==> config.mk <==
export PLATFORM = sky130hd
export DESIGN_NAME = de_bruijn_sequence_generator_flat
export DESIGN_NICKNAME = d
export VERILOG_FILES = /design/src/rtl/dbsg_pkg.sv /design/src/rtl/dbsg_if.sv /design/src/rtl/dbsg_word_file.sv /design/src/rtl/dbsg_seq.sv /design/src/rtl/de_bruijn_sequence_generator.sv /design/src/flat_wrapper.sv
export SDC_FILE = /design/constraint.sdc
export NUM_CORES = 1
export LEC_CHECK = 0
export ABC_AREA = 1
export BUFFER_PORTS_ARGS = -buffer_cell sky130_fd_sc_hd__buf_2
export CORE_AREA = 3 3 113 115
export DETAILED_ROUTE_END_ITERATION = 8
export DIE_AREA = 0 0 116 118
export GPL_TIMING_DRIVEN = 0
export PLACE_DENSITY = 0.84
export SLEW_MARGIN = 30
export SYNTH_ARGS = -nofsm -noshare
export SYNTH_HDL_FRONTEND = slang
export SYNTH_SLANG_ARGS = --single-unit
==> constraint.sdc <==
create_clock -name clk -period 5.2 [get_ports clk]
set_clock_uncertainty 0.05 [all_clocks]
set_input_delay 0.26 -clock clk [delete_from_list [all_inputs] [get_ports clk]]
set_output_delay 0.26 -clock clk [all_outputs]
set_load 0.02 [all_outputs]
==> src/rtl/dbsg_pkg.sv <==
// Shared types and constants of the de Bruijn sequence generator.
package dbsg_pkg;

	localparam int REG_W = 5;

	localparam logic [REG_W-1:0] ORDER_RST    = 5'd4;
	localparam logic [REG_W-1:0] ALPHABET_RST = 5'd2;

	typedef enum logic {
		REG_ORDER    = 1'b0,
		REG_ALPHABET = 1'b1
	} reg_sel_t;

	typedef struct packed {
		logic clear;
		logic slot_free;
	} ctl_t;

	typedef struct packed {
		logic valid;
		logic last;
	} res_t;

endpackage

==> src/rtl/dbsg_if.sv <==
// Request and response channel interfaces of the de Bruijn sequence generator.
interface dbsg_req_if;
	logic valid;
	logic ready;
	logic restart;

	modport source (output valid, output restart, input ready);
	modport sink (input valid, input restart, output ready);
endinterface

interface dbsg_rsp_if #(
	parameter int SYMBOL_BITS = 4
);
	logic                   valid;
	logic                   ready;
	logic [SYMBOL_BITS-1:0] symbol;
	logic                   last_symbol;

	modport source (output valid, output symbol, output last_symbol, input ready);
	modport sink (input valid, input symbol, input last_symbol, output ready);
endinterface

==> src/rtl/dbsg_word_file.sv <==
// Word register file: one read port, one write port, bulk clear.
module dbsg_word_file #(
	parameter int DEPTH = 16,
	parameter int WIDTH = 4
) (
	input  logic                                 clk,
	input  logic                                 arst_n,
	input  logic                                 clear,
	input  logic                                 we,
	input  logic [(DEPTH > 1 ? $clog2(DEPTH) : 1)-1:0] waddr,
	input  logic [WIDTH-1:0]                     wdata,
	input  logic [(DEPTH > 1 ? $clog2(DEPTH) : 1)-1:0] raddr,
	output logic [WIDTH-1:0]                     rdata
);

	logic [WIDTH-1:0] mem_q [DEPTH];

	always_ff @(posedge clk or negedge arst_n) begin
		if (!arst_n) begin
			for (int e = 0; e < DEPTH; e++) mem_q[e] <= '0;
		end else if (clear) begin
			for (int e = 0; e < DEPTH; e++) mem_q[e] <= '0;
		end else if (we) begin
			mem_q[waddr] <= wdata;
		end
	end

	assign rdata = mem_q[raddr];

endmodule

==> src/rtl/dbsg_seq.sv <==
// Prenecklace successor sequencer: emit, scan and copy over one word port.
module dbsg_seq #(
	parameter int MAX_ORDER   = 16,
	parameter int SYMBOL_BITS = 4
) (
	input  logic                                 clk,
	input  logic                                 arst_n,
	input  logic [$clog2(MAX_ORDER+1)-1:0]       n_eff,
	input  logic [SYMBOL_BITS-1:0]               kmax1,
	input  dbsg_pkg::ctl_t                       ctl,
	input  logic                                 req_valid,
	input  logic                                 req_restart,
	output logic                                 req_ready,
	output dbsg_pkg::res_t                       res,
	output logic [SYMBOL_BITS-1:0]               res_symbol
);

	localparam int NW = $clog2(MAX_ORDER + 1);
	localparam int AW = (MAX_ORDER > 1) ? $clog2(MAX_ORDER) : 1;

	typedef enum logic [1:0] {
		ST_IDLE,
		ST_SCAN,
		ST_COPY
	} state_t;

	state_t                 state_q;
	logic [NW-1:0]          p_q;
	logic [AW-1:0]          pos_q;
	logic                   done_q;
	logic [NW-1:0]          i_q;
	logic [NW-1:0]          j_q;
	logic [AW-1:0]          src_q;
	logic [AW-1:0]          c_q;
	logic [SYMBOL_BITS-1:0] sym_q;

	logic [AW-1:0]          raddr;
	logic [SYMBOL_BITS-1:0] rdata;
	logic                   we;
	logic [AW-1:0]          waddr;
	logic [SYMBOL_BITS-1:0] wdata;
	logic                   wf_clear;

	logic                   accept;
	logic                   start;
	logic [NW-1:0]          pos_inc;
	logic [NW-1:0]          p_eff;
	logic                   wrap;
	logic [SYMBOL_BITS-1:0] sym;
	logic [NW-1:0]          i_dec;
	logic [NW-1:0]          c_inc;
	logic                   at_top;
	logic                   copy_end;

	assign req_ready = (state_q == ST_IDLE) && ctl.slot_free;
	assign accept    = req_valid && req_ready;
	assign start     = req_restart || done_q;
	assign pos_inc   = (start ? '0 : NW'(pos_q)) + NW'(1);
	assign p_eff     = start ? NW'(1) : p_q;
	assign wrap      = pos_inc >= p_eff;
	assign sym       = start ? '0 : rdata;
	assign i_dec     = i_q - NW'(1);
	assign c_inc     = NW'(c_q) + NW'(1);
	assign at_top    = (rdata == kmax1);
	assign copy_end  = (j_q == n_eff);
	assign wf_clear  = ctl.clear || (accept && start);

	always_comb begin
		raddr = pos_q;
		we    = 1'b0;
		waddr = i_dec[AW-1:0];
		wdata = rdata + SYMBOL_BITS'(1);
		unique case (state_q)
			ST_IDLE: begin
				raddr = pos_q;
			end
			ST_SCAN: begin
				raddr = i_dec[AW-1:0];
				we    = (i_q != '0) && !at_top;
			end
			ST_COPY: begin
				raddr = src_q;
				we    = !copy_end;
				waddr = j_q[AW-1:0];
				wdata = rdata;
			end
			default: begin
				raddr = pos_q;
			end
		endcase
	end

	always_comb begin
		res.valid  = 1'b0;
		res.last   = 1'b0;
		res_symbol = sym_q;
		unique case (state_q)
			ST_IDLE: begin
				res.valid  = accept && !wrap;
				res_symbol = sym;
			end
			ST_SCAN: begin
				res.valid = (i_q == '0);
				res.last  = 1'b1;
			end
			ST_COPY: begin
				res.valid = copy_end && (c_q == '0);
			end
			default: begin
				res.valid = 1'b0;
			end
		endcase
	end

	dbsg_word_file #(
		.DEPTH(MAX_ORDER),
		.WIDTH(SYMBOL_BITS)
	) u_word_file (
		.clk   (clk),
		.arst_n(arst_n),
		.clear (wf_clear),
		.we    (we),
		.waddr (waddr),
		.wdata (wdata),
		.raddr (raddr),
		.rdata (rdata)
	);

	always_ff @(posedge clk or negedge arst_n) begin
		if (!arst_n) begin
			state_q <= ST_IDLE;
			p_q     <= NW'(1);
			pos_q   <= '0;
			done_q  <= 1'b0;
			i_q     <= '0;
			j_q     <= '0;
			src_q   <= '0;
			c_q     <= '0;
			sym_q   <= '0;
		end else if (ctl.clear) begin
			state_q <= ST_IDLE;
			p_q     <= NW'(1);
			pos_q   <= '0;
			done_q  <= 1'b0;
		end else begin
			unique case (state_q)
				ST_IDLE: begin
					if (accept) begin
						sym_q  <= sym;
						done_q <= 1'b0;
						if (start) p_q <= NW'(1);
						if (wrap) begin
							pos_q   <= '0;
							i_q     <= n_eff;
							state_q <= ST_SCAN;
						end else begin
							pos_q <= pos_inc[AW-1:0];
						end
					end
				end
				ST_SCAN: begin
					if (i_q == '0) begin
						done_q  <= 1'b1;
						state_q <= ST_IDLE;
					end else if (at_top) begin
						i_q <= i_dec;
					end else begin
						p_q     <= i_q;
						j_q     <= i_q;
						src_q   <= '0;
						c_q     <= '0;
						state_q <= ST_COPY;
					end
				end
				ST_COPY: begin
					if (copy_end) begin
						if (c_q == '0) begin
							state_q <= ST_IDLE;
						end else begin
							i_q     <= n_eff;
							state_q <= ST_SCAN;
						end
					end else begin
						j_q   <= j_q + NW'(1);
						src_q <= src_q + AW'(1);
						c_q   <= (c_inc == p_q) ? '0 : c_inc[AW-1:0];
					end
				end
				default: begin
					state_q <= ST_IDLE;
				end
			endcase
		end
	end

endmodule

==> src/rtl/de_bruijn_sequence_generator.sv <==
// Top level of the de Bruijn sequence generator: config registers, output register.
//
//   channel  dir  payload               handshake
//   req      in   restart               valid/ready
//   rsp      out  symbol, last_symbol   valid/ready
//   apb      in   order, alphabet_size  psel/penable/pwrite, pready high
//
// While the current Lyndon root still has symbols left, each taken transaction yields its symbol from the word file.
// At the end of a root the sequencer walks the word: it scans the trailing k-1 symbols,
// increments the first symbol below k-1, copies the new root over the rest of the word and
// checks whether the root length divides n, repeating until it does; its pace is bound by the
// single word file port. Async reset or any register write restarts the sequence.
// A pending result stays in the output register; a new transaction is taken as it leaves.
module de_bruijn_sequence_generator #(
	parameter int MAX_ORDER   = 16,
	parameter int SYMBOL_BITS = 4
) (
	input  logic              clk,
	input  logic              arst_n,
	dbsg_req_if.sink          req,
	dbsg_rsp_if.source        rsp,
	input  logic              psel,
	input  logic              penable,
	input  logic              pwrite,
	input  logic [2:0]        paddr,
	input  logic [31:0]       pwdata,
	output logic [31:0]       prdata,
	output logic              pready
);

	localparam int NW   = $clog2(MAX_ORDER + 1);
	localparam int KMAX = 1 << SYMBOL_BITS;

	logic [dbsg_pkg::REG_W-1:0] order_q;
	logic [dbsg_pkg::REG_W-1:0] alphabet_size_q;
	logic                       cfg_wr;
	dbsg_pkg::reg_sel_t         reg_sel;

	logic [NW-1:0]              n_eff;
	logic [SYMBOL_BITS-1:0]     kmax1;

	logic                       out_valid_q;
	logic [SYMBOL_BITS-1:0]     out_symbol_q;
	logic                       out_last_q;

	dbsg_pkg::ctl_t             ctl;
	dbsg_pkg::res_t             res;
	logic [SYMBOL_BITS-1:0]     res_symbol;

	assign pready  = 1'b1;
	assign cfg_wr  = psel && penable && pwrite && pready;
	assign reg_sel = dbsg_pkg::reg_sel_t'(paddr[2]);

	always_comb begin
		unique case (reg_sel)
			dbsg_pkg::REG_ORDER:    prdata = {27'b0, order_q};
			dbsg_pkg::REG_ALPHABET: prdata = {27'b0, alphabet_size_q};
			default:                prdata = '0;
		endcase
	end

	always_ff @(posedge clk or negedge arst_n) begin
		if (!arst_n) begin
			order_q         <= dbsg_pkg::ORDER_RST;
			alphabet_size_q <= dbsg_pkg::ALPHABET_RST;
		end else if (cfg_wr) begin
			unique case (reg_sel)
				dbsg_pkg::REG_ORDER:    order_q         <= pwdata[dbsg_pkg::REG_W-1:0];
				dbsg_pkg::REG_ALPHABET: alphabet_size_q <= pwdata[dbsg_pkg::REG_W-1:0];
				default:                order_q         <= order_q;
			endcase
		end
	end

	always_comb begin
		if (order_q == '0) begin
			n_eff = NW'(1);
		end else if ({1'b0, order_q} > 6'(MAX_ORDER)) begin
			n_eff = NW'(MAX_ORDER);
		end else begin
			n_eff = NW'(order_q);
		end
	end

	always_comb begin
		if (alphabet_size_q < 5'd2) begin
			kmax1 = SYMBOL_BITS'(1);
		end else if (10'(alphabet_size_q) > 10'(KMAX)) begin
			kmax1 = '1;
		end else begin
			kmax1 = SYMBOL_BITS'(alphabet_size_q - 5'd1);
		end
	end

	assign ctl.clear     = cfg_wr;
	assign ctl.slot_free = !out_valid_q || rsp.ready;

	dbsg_seq #(
		.MAX_ORDER  (MAX_ORDER),
		.SYMBOL_BITS(SYMBOL_BITS)
	) u_seq (
		.clk        (clk),
		.arst_n     (arst_n),
		.n_eff      (n_eff),
		.kmax1      (kmax1),
		.ctl        (ctl),
		.req_valid  (req.valid),
		.req_restart(req.restart),
		.req_ready  (req.ready),
		.res        (res),
		.res_symbol (res_symbol)
	);

	always_ff @(posedge clk or negedge arst_n) begin
		if (!arst_n) begin
			out_valid_q  <= 1'b0;
			out_symbol_q <= '0;
			out_last_q   <= 1'b0;
		end else if (res.valid) begin
			out_valid_q  <= 1'b1;
			out_symbol_q <= res_symbol;
			out_last_q   <= res.last;
		end else if (rsp.ready) begin
			out_valid_q  <= 1'b0;
		end
	end

	assign rsp.valid       = out_valid_q;
	assign rsp.symbol      = out_symbol_q;
	assign rsp.last_symbol = out_last_q;

	// a new result never lands on one still waiting
	a_no_overwrite: assert property (@(posedge clk) disable iff (!arst_n)
		res.valid |-> (!out_valid_q || rsp.ready))
		else $error("result loaded over pending transaction");

	// a request is taken only when the output slot frees up
	a_accept_slot: assert property (@(posedge clk) disable iff (!arst_n)
		(req.valid && req.ready) |-> (!out_valid_q || rsp.ready))
		else $error("request accepted with output slot full");

	// after a register write the sequencer is idle and flags no last symbol
	a_cfg_idle: assert property (@(posedge clk) disable iff (!arst_n)
		cfg_wr |=> !res.last)
		else $error("last symbol right after register write");

endmodule
==> src/flat_wrapper.sv <==
// flat-port wrapper written by rule: the top's interface ports become plain ports
module de_bruijn_sequence_generator_flat 
#(
	parameter int MAX_ORDER   = 16,
	parameter int SYMBOL_BITS = 4
)
  (clk, arst_n, psel, penable, pwrite, paddr, pwdata, prdata, pready, req_valid, req_restart, req_ready, rsp_valid, rsp_symbol, rsp_last_symbol, rsp_ready);
  dbsg_req_if req_i ();
  dbsg_rsp_if #(.SYMBOL_BITS(SYMBOL_BITS)) rsp_i ();
  input  logic clk;
  input  logic arst_n;
  input  logic psel;
  input  logic penable;
  input  logic pwrite;
  input  logic [2:0] paddr;
  input  logic [31:0] pwdata;
  output logic [31:0] prdata;
  output logic pready;
  input wire logic [$bits(req_i.valid)-1:0] req_valid;
  input wire logic [$bits(req_i.restart)-1:0] req_restart;
  output wire logic [$bits(req_i.ready)-1:0] req_ready;
  output wire logic [$bits(rsp_i.valid)-1:0] rsp_valid;
  output wire logic [$bits(rsp_i.symbol)-1:0] rsp_symbol;
  output wire logic [$bits(rsp_i.last_symbol)-1:0] rsp_last_symbol;
  input wire logic [$bits(rsp_i.ready)-1:0] rsp_ready;
  assign req_i.valid = req_valid;
  assign req_i.restart = req_restart;
  assign req_ready = req_i.ready;
  assign rsp_valid = rsp_i.valid;
  assign rsp_symbol = rsp_i.symbol;
  assign rsp_last_symbol = rsp_i.last_symbol;
  assign rsp_i.ready = rsp_ready;
  de_bruijn_sequence_generator #(.MAX_ORDER(MAX_ORDER), .SYMBOL_BITS(SYMBOL_BITS)) u_core (.clk(clk), .arst_n(arst_n), .req(req_i), .rsp(rsp_i), .psel(psel), .penable(penable), .pwrite(pwrite), .paddr(paddr), .pwdata(pwdata), .prdata(prdata), .pready(pready));
endmodule
Word-level counts from Yosys, hierarchy flattened --
Index checks and enable logic that the tools add are counted.
Storage, ports and cells: flip-flop bits (word level) 114, output and inout port bits 40, logic and storage cells 167
Operators by class: $add $sub $neg 7, $lt $le $gt $ge 7, eq/ne operators 20, mux-type cells 62, bitwise logic cells 4, reduce and logical (&&, ||, !) cells 37
Operator list (count):
- 64-bit two-way mux | 2
- 4-bit two-way mux | 19
- 5-bit two-way mux | 14
- 64-bit bitwise mux | 1
- 32-bit one-hot mux with 2 select lines | 1
- 4-bit one-hot mux with 2 select lines | 3
- 5-bit one-hot mux with 2 select lines | 2
- 3-bit by 2-bit inequality test with 1-bit output, second input constant | 6
- 4-bit binary-select mux with 4-bit select | 1
- 4-bit demux with 4-bit select | 1
- 2-bit inequality test, second input constant | 8
- 5-bit one-hot mux with 3 select lines | 1
- 2-bit two-way mux | 6
- 4-bit by 1-bit adder with 5-bit output, second input constant | 2
- 5-bit == test | 2
- 5-bit greater-or-equal comparator, second input constant | 2
- 5-bit greater-than comparator, second input constant | 2
- 5-bit logical NOT | 2
- 4-bit inverter with 5-bit output | 2
- 2-bit nonzero test | 5
- 1-bit logical AND | 9
- 4-bit by 1-bit adder with 4-bit output, second input constant | 2
- 4-bit AND reduction | 2
- 8-bit AND reduction | 1
- other kinds (24) | 41

Logic depth before layout (Yosys ltp) --
depth in word-level cells 12, mapped depth 22, gate-level depth less buffers 20

By module --
Synthesis repeated with hierarchy kept, for this count alone.
Second synthesis, totals: cells, all modules 961, area, all modules 6980.4 µm²
Modules (own cells, without submodules):
- dbsg_word_file | times used 1, cells an instance 412, area each 3165.5 µm², seq. area each 1601.5 µm²
- dbsg_seq | times used 1, cells an instance 411, area each 2762.6 µm², seq. area each 852.1 µm²
- de_bruijn_sequence_generator | times used 1, cells an instance 138, area each 1052.3 µm², seq. area each 402.9 µm²

Least setup slack after synthesis --
Ideal clock, no wire load.
kind flip-flop to flip-flop, start reg u_core.u_seq.done_q, end reg u_core.out_symbol_q[2], in the netlist u_core.rsp.symbol[2], setup time 0.119 ns, arrival time 2.728 ns, path slack 2.303 ns, stages on the path, launching flop included 17, path buffers 1, path through dfrtp_1 -> nor2_1 -> clkbuf_1 -> inv_1 -> nor2_1 -> ha_1 -> xor2_1 -> inv_1 -> ha_1 -> a21oi_1 -> o21a_1 -> nand3_1 -> o221ai_1 -> nand2_1 -> a21oi_1 -> o21ai_0 -> o21a_1
On the way: cells in the longest elaborated chain, start to end 7, elaborated cells between the ends (all ways) 10
Ends and longest elaborated chain:
- start: declaration | RTL line dbsg_seq.sv:30 | logic done_q;
- start signal: assignment | RTL line dbsg_seq.sv:134 | done_q <= 1'b0;
- start signal: assignment | RTL line dbsg_seq.sv:144 | done_q <= 1'b0;
- start signal: assignment | RTL line dbsg_seq.sv:150 | done_q <= 1'b0;
- 1-bit logical OR (*) | RTL line dbsg_seq.sv:57 | assign start = req_restart || done_q;
- 4-bit two-way mux | RTL line dbsg_seq.sv:58 | assign pos_inc = (start ? '0 : NW'(pos_q)) + NW'(1);
- 4-bit by 1-bit adder with 5-bit output | RTL line dbsg_seq.sv:58
- 5-bit greater-or-equal comparator | RTL line dbsg_seq.sv:60 | assign wrap = pos_inc >= p_eff;
- 1-bit logical NOT | RTL line dbsg_seq.sv:99 | res.valid = accept && !wrap;
- 1-bit logical AND | RTL line dbsg_seq.sv:99
- 1-bit one-hot mux with 3 select lines | RTL line dbsg_seq.sv:97 | unique case (state_q)
- end signal: assignment | RTL line de_bruijn_sequence_generator.sv:121 | out_symbol_q <= res_symbol;
- end: declaration | RTL line de_bruijn_sequence_generator.sv:43 | logic [SYMBOL_BITS-1:0] out_symbol_q;
Mark *: on every way between the ends. The rest lies on a longest branch, timed or not. A chain may end at the register's enable or synchronous reset.

Final worst setup path --
start reg u_core.u_seq.state_q[0], end reg u_core.u_seq.u_word_file.mem_q[34] (netlist name)
On the way: cells in the longest elaborated chain, start to end 11, elaborated cells between the ends (all ways) 29
Ends and longest elaborated chain:
- start: declaration | RTL line dbsg_seq.sv:27 | state_t state_q;
- start signal: assignment | RTL line dbsg_seq.sv:131 | state_q <= ST_IDLE;
- start signal: assignment | RTL line dbsg_seq.sv:141 | state_q <= ST_IDLE;
- start signal: assignment | RTL line dbsg_seq.sv:155 | state_q <= ST_SCAN;
- 2-bit == test or 2-bit by 1-bit == test with 1-bit output (tied branches) | RTL line dbsg_seq.sv:73 | unique case (state_q)
- 4-bit one-hot mux with 2 select lines | RTL line dbsg_seq.sv:73
- 4-bit inverter with 5-bit output (implied by the code) | RTL line dbsg_word_file.sv:28 | assign rdata = mem_q[raddr];
- 4-bit binary-select mux with 4-bit select | RTL line dbsg_word_file.sv:28
- 4-bit two-way mux (implied by the code) (2 in a row) | RTL line dbsg_word_file.sv:28
- 4-bit by 1-bit adder with 4-bit output or 4-bit == test (tied branches) | RTL line dbsg_seq.sv:72, dbsg_seq.sv:64
- 4-bit two-way mux or 1-bit logical NOT (tied branches) | RTL line dbsg_seq.sv:73, dbsg_seq.sv:79
- 64-bit bitwise mux or 1-bit logical AND (tied branches) | RTL line dbsg_word_file.sv:24, dbsg_seq.sv:79
- 64-bit two-way mux or 1-bit one-hot mux with 2 select lines (tied branches) | RTL line dbsg_word_file.sv:23, dbsg_seq.sv:73
- 64-bit two-way mux or 2-bit nonzero test (tied branches)
- end signal: indexed assignment | RTL line dbsg_word_file.sv:24 | mem_q[waddr] <= wdata;
- end: declaration | RTL line dbsg_word_file.sv:16 | logic [WIDTH-1:0] mem_q [DEPTH];
Several ways; a longest one is shown, not always the timed one. The select of a mux whose other input is x is not followed.

==> metrics.md <==
| Metric | Value |
|---|---|
| Status | `complete, no violations` |
| Final setup fails | `0` |
| Core Rows | `40` |
| CP Launch Type | `flip-flop` |
| Part of the cycle the worst path needs | `78.6%` |
| Hold_buf cts | `2` |
| Vias/cell | `about 6` |
| Worst-margin pin slew | `about 870 ps` |
| Share of cells above drive strength 1 | `14.0%` |
| Core ar. | `approximately 12000 um^2` |
| Worst Path Required | `5510 ps` |
| Setup TNS | `0 ps` |
| FMAX | `245 MHz` |
| Critical path depth | `14` |
| Dominant synthesized flop cell | `dfrtp_1` |
| H-tree depth | `4` |
| Mapped Avg Cell Area | `7.39 um^2` |
| CTS tree | `yes` |
| Number of global-route vias before repair | `approximately 7100` |
| Max Root-Sink Buffers | `2` |
| Residual DRC | `0` |
| Worst skew pair latency | `430 ps` |
| Final Routed Wirelength | `approximately 21000 um` |
| Largest cells by area after synthesis | `dfrtp_1, nand2_1, nand3_1` |
| Final RePlAce weighted congestion | `about 1.1` |
| Worst min path class | `input pin to flip-flop` |
| Simple-gate share of the synthesized area | `37.3%` |
| Family with the most delay on the worst path | `buffers and inverters` |
| DIE WIDTH | `between 100 and 150 um` |
| TritonCTS Sinks | `between 100 and 150` |
| Synth cell types | `slightly above 40` |
| Setup Fix Bufs, Post-CTS | `0` |
| Grt ovf | `0` |
| CP Buf/Inv Count | `4` |
| CTS resizes | `0` |
| Pre-Repair DR Iteration Count | `5` |
| First-pass GRT wire length | `approximately 34000 um` |
| Slew Viols, Final | `0` |
| Synthesized instance count | `1012` |
| Top-area cell type share of the netlist area | `37.1%` |
| Crit-path cells | `inv_1, ha_1, clkbuf_1, o21ai_1, nand3_1, nand3_1, nand2_2, inv_2, ha_1, nand2_1, xnor2_1, buf_2, nand4_1, nand2_1` |
| Post-route ant nets | `0` |
| Post-synthesis sequential area ratio | `between 30% and 40%` |
| Nature of the critical path endpoint | `flip-flop` |
| Final Hold Fails | `0` |
| Worst setup path start | `u_core.u_seq.state_q[0]$_DFFE_PN0P_` |
| Yosys reg bits | `114` |
| Slowest stage cell, crit path | `xnor2_1` |
| First DRT Iteration DRCs | `871` |
| Clock slew at reported path FFs | `~60 ps` |
| Crit path to | `u_core.u_seq.u_word_file.mem_q[34]$_DFFE_PN0P_` |
| Die H | `roughly 120 um` |
| Reg-to-Reg End | `u_core.u_seq.u_word_file.mem_q[34]$_DFFE_PN0P_` |
| Via count | `7500` |
| Reg-to-reg startpoint | `u_core.u_seq.state_q[0]$_DFFE_PN0P_` |
| Largest family of logic cells by synthesized area | `simple AND/OR/NAND/NOR gates` |
| RSZ-0062 raised after global routing | `false` |
| Synth warnings | `0` |
| Crit Path Class | `flip-flop to flip-flop` |
| CTS Buf Count | `17` |
| Detailed Place HPWL | `14700 um` |
| Max Cap Viol | `0` |
| Crit-path max FO | `10` |
| Starting Density | `62.8%` |
| Port Buffers | `25` |
| WHS Path Cells | `3` |
| Root Buffer | `clkbuf_16` |
| Antenna violations before repair | `0` |
| Total Routing Usage GR | `approximately a third` |
| Adder-Cell Fraction of Synth Area | `~3.3%` |
| Post-layout min period | `4090 ps` |
| Top Ports | `83` |
| XOR/XNOR Fraction of Synth Area | `roughly 2.6%` |
| Mux cell area share after synthesis | `0%` |
| Synth Area in Compound Gates | `under 10%` |
| Post-synth top area cell | `dfrtp_1` |
| Nets@finish | `1148` |
| EDFF count, synth | `0` |
| Slew HR | `between 40% and 50%` |
| Largest net degree at the start of global routing | `roughly 70` |
| Crit path DAT | `~4400 ps` |
| Syn Std Cell Area | `7480 um^2` |
| Reg2reg path depth | `14` |
| Synth async-reset ratio | `100%` |
| Die area | `~14000 um^2` |
| Area Growth Syn to Fin | `14.8%` |
| Reg2Reg Setup Slack | `1110 ps` |
| WL per Instance | `about 17 um` |
| Slowest stage delay, CP | `670 ps` |
| Ant diodes | `0` |
==> synth_stat cells, types with 17 or more instances <==
cell      instances
nor3_1           20
a21oi_1          27
ha_1             20
nand4_1          70
buf_4            32
nand3_1         157
nor2_1           54
buf_2            23
dfrtp_1         111
nand2_1         220
nand3_2          17
o21ai_1          18
nand3b_1         22
o21ai_0          44
inv_1            90
==> logic make-up (layout without fill, tap and decap cells) <==
family	after synthesis	after routing
AOI/OAI and AO/OA	105	105
xor gates and xnor gates	21	21
adders and majority gates	20	20
buffers and inverters	175	235
DFF	114	114
other	2	28
and+or+nand+nor	575	575
==> registers in the layout, indices dropped and copies added (netlist names) <==
signal	cells
u_core.u_seq.sym_q	4
u_core.u_seq.src_q	4
u_core.rsp.symbol	4
u_core.rsp.last_symbol	1
u_core.u_seq.p_q	5
u_core.u_seq.pos_q	4
u_core.u_seq.u_word_file.mem_q	64
u_core.u_seq.i_q	5
u_core.u_seq.state_q	2
u_core.u_seq.done_q	1
u_core.alphabet_size_q	5
u_core.rsp.valid	1
u_core.u_seq.c_q	4
u_core.u_seq.j_q	5
u_core.order_q	5
==> per-layer routing <==
metal | share of wire [%] | GRT usage [%] | vias up
met5 | 0 | 0 | -
met4 | 4.2 | 14.6 | 0
met3 | 9.8 | 8.17 | 104
met2 | 46 | 49.9 | 434
met1 | 40 | 41.3 | 3450
li1 | - | - | 3512
==> area by class of cell <==
| class | count | area, um^2 |
|---|---|---|
| buffer | 78 | 457 |
| tap | 147 | 184 |
| clock buffer | 18 | 429 |
| clock inverter | 14 | 213 |
| timing repair buffer | 28 | 183 |
| fill | 974 | 3320 |
| sequential | 114 | 2860 |
| inverter | 97 | 364 |
| multi-input combinational | 749 | 3900 |
==> cell usage in the layout, fill, tap and decap left out, types with 8 or more instances in the layout <==
master | Yosys | routed
a21oi_1 | 27 | 27
buf_1 | 8 | 8
buf_2 | 23 | 47
buf_4 | 32 | 32
clkbuf_1 | 13 | 14
clkbuf_16 | 0 | 17
conb_1 | 2 | 28
dfrtp_1 | 111 | 111
ha_1 | 20 | 20
inv_1 | 90 | 90
nand2_1 | 220 | 220
nand3_1 | 157 | 157
nand3_2 | 17 | 17
nand3b_1 | 22 | 22
nand4_1 | 70 | 70
nor2_1 | 54 | 54
nor3_1 | 20 | 20
o21ai_0 | 44 | 44
o21ai_1 | 18 | 18
xor2_1 | 15 | 15
==> metrics by stage <==
stage	hold WS [ps]	std cells	util, %	setup slack [ps]	instance area [um^2]
2_1_floorplan	-85.6	1038	-	2300	7580
3_3_place_gp	403	1210	66.2	1360	7890
3_5_place_dp	125	1211	66.5	1330	7930
4_1_cts	26.0	1245	72.1	1330	8590
5_1_grt	51.5	1245	72.1	971	8590
6_report	28.0	1245	72.1	1110	8590
==> worst min path at each step <==
stage	start	slack (ps)	end
finish	pwdata[2]	30	u_core.order_q[2]$_DFFE_PN1P_
global route	pwdata[1]	50	u_core.alphabet_size_q[1]$_DFFE_PN1P_
CTS	pwdata[1]	30	u_core.alphabet_size_q[1]$_DFFE_PN1P_
detailed placement	arst_n	130	u_core.u_seq.u_word_file.mem_q[25]$_DFFE_PN0P_
global placement	rsp_ready	400	u_core.rsp.valid$_DFFE_PN0P_
floorplan	arst_n	-90	u_core.alphabet_size_q[0]$_DFFE_PN0P_
==> worst min-delay path, delay by kind of cell <==
family / cells / cell delay [ps]
buf+inv: 2 / 150
compound gates: 1 / 80
Power is left out: the tool's default activity adds up to more than one toggle a clock period on the data nets, which glitch-free logic cannot reach.
